`config.mk`:
```
export PLATFORM = sky130hd
export DESIGN_NAME = bblur_cell
export DESIGN_NICKNAME = d
export VERILOG_FILES = /design/src/bblur_cell.sv
export SDC_FILE = /design/constraint.sdc
export NUM_CORES = 1
export LEC_CHECK = 0
export BUFFER_PORTS_ARGS = -buffer_cell sky130_fd_sc_hd__buf_2
export CAP_MARGIN = 30
export CELL_PAD_IN_SITES_DETAIL_PLACEMENT = 0
export CELL_PAD_IN_SITES_GLOBAL_PLACEMENT = 1
export CORE_MARGIN = 5
export CORE_UTILIZATION = 35
export CTS_CLUSTER_SIZE = 24
export DETAILED_ROUTE_END_ITERATION = 8
export PLACE_DENSITY_LB_ADDON = 0.1
export SLEW_MARGIN = 20
export SYNTH_ARGS = -nofsm -noshare
export SYNTH_HDL_FRONTEND = slang
export SYNTH_SLANG_ARGS = --single-unit
```
`constraint.sdc`:
```
create_clock -name aclk -period 1.5 [get_ports aclk]
set_input_delay 0.075 -clock aclk [delete_from_list [all_inputs] [get_ports aclk]]
set_output_delay 0.075 -clock aclk [all_outputs]
set_load 0.005 [all_outputs]
```
`src/bblur_cell.sv`:
```
// One cell of the horizontal window chain: holds the column sums of one column.
module bblur_cell #(
    parameter int DATA_W = 36
) (
    input  logic              aclk,
    input  logic              aresetn,
    input  logic              shift,
    input  logic [DATA_W-1:0] d,
    output logic [DATA_W-1:0] q
);

    logic [DATA_W-1:0] q_reg;

    // cleared so the running total starts equal to the sum of all cells
    always_ff @(posedge aclk) begin
        if (!aresetn) begin
            q_reg <= '0;
        end else if (shift) begin
            q_reg <= d;
        end
    end

    assign q = q_reg;

endmodule

```
After elaboration in Yosys (flattened, before gate mapping)
Index checks and enable logic that the tools add are counted.

word-level totals
  bits in latches = 0
  memory bits (read-only) = 0
  memory bits (writable) = 0
  bits in registers = 36
  logic and storage cells = 1
  output and inout port bits = 36
  memories kept = 0

operators by class
  equal/unequal tests = 0
  order comparisons = 0
  divide/modulo/power cells = 0
  shift operators = 0
  bitwise operators = 0
  reductions and logical operators = 0
  mux-type cells = 0
  add/subtract/negate cells = 0
  multipliers = 0

Longest topological paths before layout
  word-level depth = 0
  mapped depth = 4
  depth with buffers taken out = 2

Worst setup path before layout
Ideal clock, no wire load.

  kind = input-to-reg
  start = input shift
  end = register q_reg[10] (netlist: q[10])
  arrival = 0.582 ns
  stages on the path = 4
  library setup time = 0.116 ns
  buffers on the path = 2
  path slack = 0.802 ns
  data required time = 1.384 ns
  cell sequence = buf_6 > buf_12 > mux2i_1 > nor2b_1

RTL lines
  what                  line  source
  start, declared       7     input logic shift,
  end signal, assigned  17    q_reg <= '0;
  end signal, assigned  19    q_reg <= d;
  end, declared         12    logic [DATA_W-1:0] q_reg;

Worst setup path after layout
  start = register q_reg[32] (netlist: q[32])
  end = output q[32]

RTL lines
  what           line  source
  end, declared  9     output logic [DATA_W-1:0] q

No word-level cell between the ends.

==> results.md <==
Min path:
- The worst min-delay path startpoint is d[7].
- In this run the worst hold path is classified as in2reg.
- The endpoint of the worst hold path is q[7].
- The cell count of the worst hold path is 3.

Place:
- The wire-length estimate of the detail-placed layout is between 2000 and 2500 um.
- Routability-driven placement finished with a final weighted congestion of approximately 0.67.
- In this run the tool buffered the top-level ports with 74 buffer cells.
- The setup slack after placement is 638.0 ps.

Yosys:
- The Yosys step of the flow raised 0 warnings.
- In this run the biggest area consumer among cell types represents 51.89% of the synthesized area.
- After synthesis, the mean cell area works out to around 12 sq um.
- Sorting the synthesized cells by area gives the leading types as sky130_fd_sc_hd__dfxtp_1 52%, sky130_fd_sc_hd__mux2i_1 26%, sky130_fd_sc_hd__nor2b_1 16%.
- The post-synthesis cell area is about 1400 sq um.
- In the synthesized netlist the async set-or-reset flop fraction comes to 0%.
- Among all flip-flop cells after synthesis, the most frequent one is sky130_fd_sc_hd__dfxtp_1.
- The cell accounting for the most synthesized area is sky130_fd_sc_hd__dfxtp_1.
- Summing the sequential cell areas from Yosys gives 51.89% of the chip area.
- The count of flip-flops with a built-in enable after synthesis is 0.
- The number of nets produced by synthesis is between 150 and 200.
- The instance count of the mapped netlist is around 120.
- Counting flops and latches in the post-synthesis netlist gives 36.
- By count the netlist is led by 36 x sky130_fd_sc_hd__dfxtp_1, 36 x sky130_fd_sc_hd__mux2i_1, 36 x sky130_fd_sc_hd__nor2b_1.
- The count of different cell masters after synthesis is 6.

Timing:
- In this run the tightest slew margin relative to its limit is just under 70%.
- Of the available clock period, the critical path in the final layout requires 54.12%.
- The aggregate negative setup slack is 0 ps.
- The upper clock frequency limit is 1232 MHz.
- The final critical-path required period is 811.7 ps.
- On the final layout, the worst clock skew is 0 ps.
- Setup repair after global routing left no endpoint under its margin.
- The worst-margin pin slew is about 460 ps.
- The final worst setup slack is ~700 ps.
- The final number of setup-violating endpoints is 0.
- The max-slew violation count is 0.
- The final count of hold timing violations is 0.

Setup path:
- The internal reg-to-reg setup slack is 880 ps.
- STA classifies the critical path endpoint as an output pin.
- In this design, the largest share of critical-path delay is due to flip-flops.
- The combined buffer and inverter count along the critical path is 1.
- Data on the critical path is required at its endpoint by roughly 1400 ps.
- The capture instance of the worst register-to-register path is q[30].
- The data arrival time at the worst-slack endpoint is about 740 ps.
- The critical path goes through buf_2.
- The biggest fanout along the worst timing path is 2.
- The slowest stage of the critical path belongs to the cell sky130_fd_sc_hd__dfxtp_1.
- The worst register-to-register path begins at q[30].
- The depth of the worst register-to-register path is 2.
- The critical path is of the reg2out type.
- STA classifies the critical path startpoint as a flop.
- On the worst path, the slowest cell contributes a delay of roughly 340 ps.

GRT:
- The number of antenna violations at the first check in global routing is 0.
- The number of global-route vias before repair is 1026.
- The global-route wire length before repair is roughly 4600 um.
- The largest net degree at the start of global routing is 37.
- Global routing finished with a remaining overflow of 0.
- Global routing consumed, over all layers together, between 10% and 20% of the routing resources.

Clocking:
- TritonCTS built the clock tree.
- The post-cts resize count is 0.
- Counting the buffers created by CTS gives 5.
- The count of H-tree levels built during CTS is 2.
- The clock sink count is 36.
- The clock insertion delay at the later pin of the skew report is between 200 and 300 ps.
- Once the clock tree was built, the setup fixing pass inserted 0 buffers.
- The number of hold-repair buffers added at the cts stage is 0.
- The clock slew seen by the registers of the worst setup and hold paths is about 60 ps.
- Clock tree synthesis selected as its root buffer the cell sky130_fd_sc_hd__clkbuf_8.
- In this run the deepest clock path goes through 2 buffers.

Detailed routing:
- The count of nets left with antenna violations once routing finished came out at 0.
- The final layout contains routed wiring with a total length of 2906 um.
- In this run, the number of DRC markers left after iteration 0 of detailed routing was 14.
- The remaining routing DRC violations is 0.
- The vias after detailed routing is approximately 1k.
- The first-pass iteration count of the detailed router is 3.
- The ratio of routed vias to standard cells is 4.184.
- The average wire per standard cell is about 12 um.

Floorplan:
- The site row count is 22.
- The height of the chip is around 73 um.
- The die covers 5328 sq um.
- During I/O placement, the number of pins put on the boundary was 75.
- The initial utilization of the core area, before any placement, comes to roughly 37%.
- Measured along the x axis, the die boundary spans around 73 um.
- The core footprint is 3744 sq um.

Power and ir drop:
- Power spread over the standard cell area amounts to approximately 1100 nW/um^2.
- VDD sags by at most between 0.5 and 0.6 mV.
- The static leakage power is around 0.00096 uW.

Flow run:
- Across the run, the number of max-cap violations was 0.

Finish:
- The flip-flop count of the largest register after layout is 36.
- The share of cells above drive strength 1 is between 40% and 50%.
- The area growth from synthesis to layout is 32.97%.
- At the end of the flow, the number of nets in the layout was 229.
- The number of inserted diodes is 0.

Status:
- The flow ran to the end, and the final reports show no timing, DRC or antenna violations.
-- cells by family (layout without fill, tap and decap cells) --
family / count (synthesis) / after routing / share of synthesized area [%]
buf+inv: 7 / 83 / 5.946
flops: 36 / 36 / 51.89
simple gates: 36 / 36 / 16.22
mux: 36 / 36 / 25.95
-- area by class of cell --
cell class	count	area, sq um
Multi-Input combinational cell	72	585.6
Timing Repair Buffer	75	390.4
Clock buffer	8	90.09
Tap cell	48	60.06
Sequential cell	36	720.7
Fill cell	379	1897
-- per-stage QoR --
step           total power [uW]  instances  hold WS, ps  util (%)  instance area (sq um)
2_1_floorplan              1207        115        203.2         -                   1389
3_3_place_gp               1310        231        333.3     46.93                   1757
3_5_place_dp               1318        231        344.5     46.93                   1757
4_1_cts                    2012        239        43.09     49.33                   1847
5_1_grt                    2083        239        56.85     49.33                   1847
6_report                   1968        239        50.01     49.33                   1847
-- worst min-delay path, stage by stage --
cell	delay (ps)
sky130_fd_sc_hd__buf_2	70
sky130_fd_sc_hd__mux2i_1	50
sky130_fd_sc_hd__nor2b_1	90
-- placed cells by master, fill, tap and decap left out --
master	n
sky130_fd_sc_hd__buf_2	74
sky130_fd_sc_hd__mux2i_1	36
sky130_fd_sc_hd__nor2b_1	36
sky130_fd_sc_hd__dfxtp_1	36
sky130_fd_sc_hd__clkbuf_8	6
sky130_fd_sc_hd__clkbuf_1	2
sky130_fd_sc_hd__buf_12	1
-- worst max-delay path by stage --
stage | start | end | slack, ps | cells after the start
6_report | q[32] | q[32] | 690 | 1
3_3_place_gp | shift | q[35] | 670 | 4
3_5_place_dp | shift | q[22] | 640 | 4
2_1_floorplan | shift | q[10] | 800 | 4
4_1_cts | q[32] | q[32] | 670 | 1
5_1_grt | q[15] | q[15] | 630 | 1
-- power breakdown --
group          internal [uW]  total (uW)  switching, uW
registers               1010        1040           25.2
clock network            374         677            303
logic                    146         252            106
total                   1530        1970            434
-- per-layer routing --
metal  global-route usage [%]  vias up  wire length [um]
met2                    18.37       47              1318
met5                        0        -                 0
met4                    4.918        0                38
li1                         -      527                 -
met3                    6.061        4               339
met1                    12.36      422              1209
Power figures use the tool's default switching activity.
