**src/bblur_pkg.sv**
```systemverilog
// Shared types and constants of the 9x9 box blur core.
package bblur_pkg;

    localparam int SAMPLE_W  = 8;   // one colour sample
    localparam int AVG_W     = 16;  // mean in 8.8 fixed point
    localparam int FRAC_W    = 8;
    localparam int POS_W     = 10;  // row and column of an emitted pixel
    localparam int CFG_W     = 11;
    localparam int CFG_IDX_W = 1;

    localparam logic [AVG_W-1:0] MEAN_MAX = 16'hFF00;   // 255.0

    localparam logic [CFG_W-1:0] WIDTH_RST  = 11'd640;
    localparam logic [CFG_W-1:0] HEIGHT_RST = 11'd480;

    localparam logic [CFG_IDX_W-1:0] REG_FRAME_WIDTH  = 1'b0;
    localparam logic [CFG_IDX_W-1:0] REG_FRAME_HEIGHT = 1'b1;

    typedef struct packed {
        logic [SAMPLE_W-1:0] red_in;
        logic [SAMPLE_W-1:0] green_in;
        logic [SAMPLE_W-1:0] blue_in;
    } pix_in_t;

    typedef struct packed {
        logic [AVG_W-1:0] red_avg;
        logic [AVG_W-1:0] green_avg;
        logic [AVG_W-1:0] blue_avg;
        logic [POS_W-1:0] out_row;
        logic [POS_W-1:0] out_col;
        logic             frame_last;
    } pix_out_t;

endpackage

```
**src/bblur_mean.sv**
```systemverilog
// Window sum to 8.8 mean: reciprocal multiply, then one correction step and clamp.
module bblur_mean #(
    parameter int TOT_W = 15,
    parameter int AREA  = 81
) (
    input  logic                             aclk,
    input  logic                             en_a,
    input  logic                             en_b,
    input  logic [TOT_W-1:0]                 total,
    output logic [bblur_pkg::AVG_W-1:0]      mean
);

    localparam int N_W = TOT_W + bblur_pkg::FRAC_W;
    localparam int SH  = N_W;
    localparam int P_W = 2 * SH;
    localparam int Q_W = bblur_pkg::AVG_W + 1;
    // floor(2^SH / AREA); estimate is exact or one low since N < 2^SH
    localparam logic [SH-1:0]  RECIP_V = SH'((64'd1 << SH) / AREA);
    localparam logic [N_W-1:0] AREA_V  = N_W'(AREA);

    logic [N_W-1:0]              n_next;
    logic [N_W-1:0]              n_reg;
    logic [P_W-1:0]              prod_next;
    logic [P_W-1:0]              prod_reg;
    logic [Q_W-1:0]              q_est;
    logic [N_W-1:0]              rem;
    logic [Q_W-1:0]              q_fix;
    logic [bblur_pkg::AVG_W-1:0] mean_next;
    logic [bblur_pkg::AVG_W-1:0] mean_reg;

    always_comb begin
        n_next    = N_W'(total) << bblur_pkg::FRAC_W;
        prod_next = P_W'(n_next) * P_W'(RECIP_V);
    end

    always_comb begin
        q_est = prod_reg[SH +: Q_W];
        rem   = n_reg - (N_W'(q_est) * AREA_V);
        q_fix = (rem >= AREA_V) ? q_est + Q_W'(1) : q_est;
        if (q_fix > {1'b0, bblur_pkg::MEAN_MAX}) begin
            mean_next = bblur_pkg::MEAN_MAX;
        end else begin
            mean_next = q_fix[bblur_pkg::AVG_W-1:0];
        end
    end

    always_ff @(posedge aclk) begin
        if (en_a) begin
            n_reg    <= n_next;
            prod_reg <= prod_next;
        end
        if (en_b) begin
            mean_reg <= mean_next;
        end
    end

    assign mean = mean_reg;

endmodule

```
**config.mk**
```make
export PLATFORM = sky130hd
export DESIGN_NAME = bblur_mean
export DESIGN_NICKNAME = d
export VERILOG_FILES = /design/src/bblur_pkg.sv /design/src/bblur_mean.sv
export SDC_FILE = /design/constraint.sdc
export NUM_CORES = 1
export LEC_CHECK = 0
export BUFFER_PORTS_ARGS = -buffer_cell sky130_fd_sc_hd__buf_2
export CAP_MARGIN = 20
export CORE_MARGIN = 1.5
export CORE_UTILIZATION = 45
export CTS_CLUSTER_SIZE = 8
export DETAILED_ROUTE_END_ITERATION = 12
export PLACE_DENSITY = 0.67
export SYNTH_ARGS = -nofsm -noshare
export SYNTH_HDL_FRONTEND = slang
export SYNTH_SLANG_ARGS = --single-unit
```
**constraint.sdc**
```tcl
create_clock -name aclk -period 6.15 [get_ports aclk]
set_input_delay 1.5375 -clock aclk [delete_from_list [all_inputs] [get_ports aclk]]
set_output_delay 1.5375 -clock aclk [all_outputs]
set_load 0.005 [all_outputs]
```
# Word level (Yosys, flattened, before mapping)
# Cells that the tools add are included.
# W data, S select, Z words.
totals:
  ff_bits: 63
  input_bits: 18
  word_cells: 10
classes:
  n_addsub: 2
  mul: 2
  magnitude_cmp: 2
  n_mux: 1
op_table:
  columns: ["cell", "count"]
  rows:
  - ["$mul A15 B17 Y32 const B", 1]
  - ["$ge A23 B7 Y1 const B", 1]
  - ["$mul A17 B7 Y23 const B", 1]
  - ["$sub A23 B23 Y23", 1]
  - ["$add A17 B1 Y17 const B", 1]
  - ["$gt A17 B16 Y1 const B", 1]
  - ["$mux W17", 1]

# Depth between registers and ports, before layout
logic_depth:
  depth_word: 5
  depth_mapped: 24
  ltp_nobuf: 24

# Worst setup path after synthesis
# No wires, ideal clock.
synth_path:
  kind: "input -> register"
  start: "in total[12]"
  end: "reg prod_reg[36] (data pin)"
  setup_time_ns: 0.268
  arrival_time_ns: 6.356
  t_required_ns: 5.882
  setup_slack_ns: -0.474
  path_stages: 20
  n_path_buf: 0
  cell_sequence: "ha_1 ha_1 inv_1 fa_1 fa_1 inv_1 fa_1 fa_1 ha_1 a21o_1 a21o_1 a211o_1 a22oi_1 a211oi_1 o21ai_0 nand2b_1 a21oi_1 o21bai_1 a211oi_1 nor2_1"
synth_via:
  elab_chain_len: 1
synth_lines:
  columns: ["item", "line_no", "source"]
  rows:
  - ["from (decl)", "bblur_mean.sv:9", "input logic [TOT_W-1:0] total,"]
  - ["$mul A15 B17 Y32", "bblur_mean.sv:33", "prod_next = P_W'(n_next) * P_W'(RECIP_V);"]
  - ["via prod_next[36]", "bblur_mean.sv:23", "logic [P_W-1:0] prod_next;"]
  - ["to (signal assigned)", "bblur_mean.sv:50", "prod_reg <= prod_next;"]
  - ["to (decl)", "bblur_mean.sv:24", "logic [P_W-1:0] prod_reg;"]
# The timed path passes the listed nets, and every way through them passes these cells.
# A chain may end at the register's enable or synchronous reset.

# Worst setup path after layout
layout_path:
  start: "in total[14]"
  end: "reg prod_reg[39] (data pin)"
# Same word-level chain as after synthesis.

==> reports/results.tsv <==
stage	metric	value	unit
timing	finalSetupViolCount	0	
global_route	grt_start_max_net_pins	33	
timing	max_freq	162.9	MHz
timing	setup_ws	10.35	ps
setup_path	regToRegSetupSlack	360	ps
synth	synth_compound_area_share	8.556	%
global_route	grt-ovfl-total	0	
layout	largest_register_ffs	18	
route	via_per_inst	5.077	
setup_path	critPathRequiredTime	6190	ps
floorplanning	die_y	142.5	um
placed_design	place_area	9940	sq um
timing	tightest_slew	643.7	ps
setup_path	critical_path.endpoint	prod_reg[39]$_DFFE_PP_	
clock_network	cts_buffers	5	
timing	finalCriticalPeriod	6140	ps
floorplanning	die_area	20310	sq um
setup_path	worst_r2r_startpoint	prod_reg[32]$_DFFE_PP_	
synth	synth_top_family_by_area	adder cells	
synth	syn-cell-area	8760	sq um
timing	hold_viol	0	
setup_path	crit_family	adder cells	
global_route	grt_first_pass_wirelength	31620	um
floorplanning	fp-row-count	50	
global_route	antenna_found_initial	0	
layout	fin_nets	1336	
clock_network	cts_max_level	2	
floorplanning	die_w	142.5	um
timing	finalMaxSlewViolations	0	
setup_path	crit_slowest_cell	fa_1	
timing	finClkSkew	10.34	ps
synth	synth-async-reset-ratio	0	%
setup_path	crit_path_max_fanout	4	
route	postRouteAntennaNets	0	
synth	synth_cell_types	65	
timing	period_share	99.83	%
layout	antenna_cells	0	
timing	max-slew-margin-rel	56.63	%
synth	yosysTopAreaCellShare	30.42	%
setup_path	crit_path_end_kind	flip-flop	
status	status	complete, no violations	
synth	synth_nets	1226	
global_route	grt_pass1_vias	6880	
synth	synth_edf_count	48	
clock_network	clk_latency	300	ps
hold_path	min_path_type	reg2reg	
placed_design	place_congestion	0.9196	
synth	syn_avg_cell_area	9.626	sq um
route	vias	6503	
route	drt-total-wl	18340	um
route	drtIter0Drc	205	
placed_design	port-buffer-count	33	
setup_path	cp.depth	21	
clock_network	cts_sinks	48	
setup_path	cp_num_buf_inv	3	
synth	ys_warn_count	0	
synth	synth_xor_area_share	3.842	%
floorplanning	start_util	46.36	%
layout	finish.instance_area	10290	sq um
setup_path	arrival	6180	ps
floorplanning	core	18890	sq um
clock_network	clock-root-buffer	clkbuf_16	
synth	ys.flop_type	edfxtp_1	
global_route	grt_util_all_layers	19.54	%
layout	area_growth	17.51	%
clock_network	cts_tree	done	
flow_run	drv_cap	0	
placed_design	dp_hpwl	16110	um
setup_path	rr_worst_depth	21	
setup_path	r2r-end	mean[1]$_SDFFCE_PN0P_	
route	wire_per_inst	14.31	um
synth	synth_mux_area_share	0.7999	%
setup_path	start_kind	primary input	
route	drtPass1Iterations	4	
synth	synth_top_area_cell	ha_1	
synth	synth_adder_area_share	49.85	%
layout	layout-drive-gt1-share	16.65	%
synth	synthTopCellsByCount	ha_1 (213), inv_1 (204), fa_1 (85), edfxtp_1 (48), nor2_1 (47)	
synth	ys_ff_latch	48	
setup_path	cp-startpoint	total[14]	
synth	synthSimpleGateAreaFrac	11.03	%
setup_path	path_cells	buf_12 -> ha_4 -> fa_1 -> inv_1 -> fa_1 -> inv_1 -> fa_2 -> fa_1 -> fa_1 -> ha_4 -> a21o_1 -> a21o_1 -> a21o_1 -> a22oi_2 -> a211oi_2 -> nand3_1 -> a311oi_2 -> o21a_1 -> o21ai_1 -> nor2b_2 -> xnor2_1	
clock_network	clockBufferDepth	2	
placed_design	pre_cts_ws	-458.2	ps
setup_path	critPathMaxStageDelay	510	ps
synth	netlist_instances	910	
setup_path	path_common_cell	fa_1	
synth	synthTopCellsByArea	ha_1 (30%), fa_1 (19%), edfxtp_1 (16%)	
timing	rsz0062_at_grt	yes	
clock_network	clk_pin_slew	70	ps
synth	ys_seq_area_share	16.45	%
route	post-route-drc-count	0	
setup_path	critPathKind	in2reg	
floorplanning	ios	34	
synth	yosysMostFrequentCell	ha_1	
timing	hold_slack	780.2	ps
==> what timing repair did <==
item	4_1_cts	5_1_grt
pin swaps	3	8
hold buffers	0	0
resized for setup	13	21
setup endpoints to repair	3	15
buffers inserted	5	2
==> layout make-up <==
class,count,area [sq um]
tap,260,325.3
fill,1745,8600
inverter,204,765.7
clock inverter,3,21.27
sequential,48,1441
multi-input combinational,644,6748
clock buffer,5,125.1
timing repair buffer,117,867.1
==> metal layers <==
metal	wire (um)	vias up	track usage [%]
met1	8308	3099	24.29
met3	262	31	1.548
met4	494	0	6.077
met5	0	-	0
li1	-	3296	-
met2	9270	77	35.85
==> cells in the final DEF, fill, tap and decap left out, drive strengths merged, types with 6 or more instances in the layout <==
cell    count
a311oi      6
inv       205
o21ai      13
and3        6
a211oi      6
nand3      21
xnor2      31
mux2i       7
nor4        7
nand2      45
nor2       47
a21oi      32
a21o        9
or3         6
nor3       24
o21a       10
ha        213
fa         85
nand2b      6
edfxtp     48
buf       117
==> logic make-up (layout without fill, tap and decap cells) <==
kind of cell	after synthesis	count (layout)
AO/OA/AOI/OAI	111	111
buffers and inverters	218	329
multiplexers	7	7
flip-flops	48	48
AND/OR/NAND/NOR	192	192
adder cells (fa/ha/maj)	298	298
XOR/XNOR	36	36
==> worst min path at each step <==
stage | start | to | depth (start not counted)
after floorplan | prod_reg[31]$_DFFE_PP_ | mean[8]$_SDFFCE_PN1P_ | 2
after global placement | prod_reg[35]$_DFFE_PP_ | mean[12]$_SDFFCE_PN1P_ | 3
after detailed placement | prod_reg[35]$_DFFE_PP_ | mean[12]$_SDFFCE_PN1P_ | 3
after CTS | prod_reg[35]$_DFFE_PP_ | mean[12]$_SDFFCE_PN1P_ | 3
after global routing | prod_reg[35]$_DFFE_PP_ | mean[12]$_SDFFCE_PN1P_ | 3
final | prod_reg[35]$_DFFE_PP_ | mean[12]$_SDFFCE_PN1P_ | 3
==> worst register-to-register path, stage by stage (launching register included) <==
cell,delay [ps]
edfxtp_1,560
ha_1,280
ha_1,270
inv_1,60
fa_1,520
inv_1,50
fa_1,530
inv_1,40
ha_1,430
nand2_1,70
o21ai_0,540
a21oi_1,160
nor2_1,200
nor4b_1,80
and4b_1,210
and4_1,220
buf_12,160
or4_1,520
a32oi_1,290
a211oi_2,110
buf_4,170
nor3b_2,160
==> stage by stage <==
stage	util [%]	cells	TNS, ps
2_1_floorplan	-	910	-98.50
3_3_place_gp	52.61	1266	-1905
3_5_place_dp	52.61	1266	-2305
4_1_cts	53.91	1279	-73.55
5_1_grt	54.48	1281	-703.5
6_report	54.48	1281	0
Power is left out: the tool's default activity adds up to more than one toggle a clock period on the data nets, which glitch-free logic cannot reach.
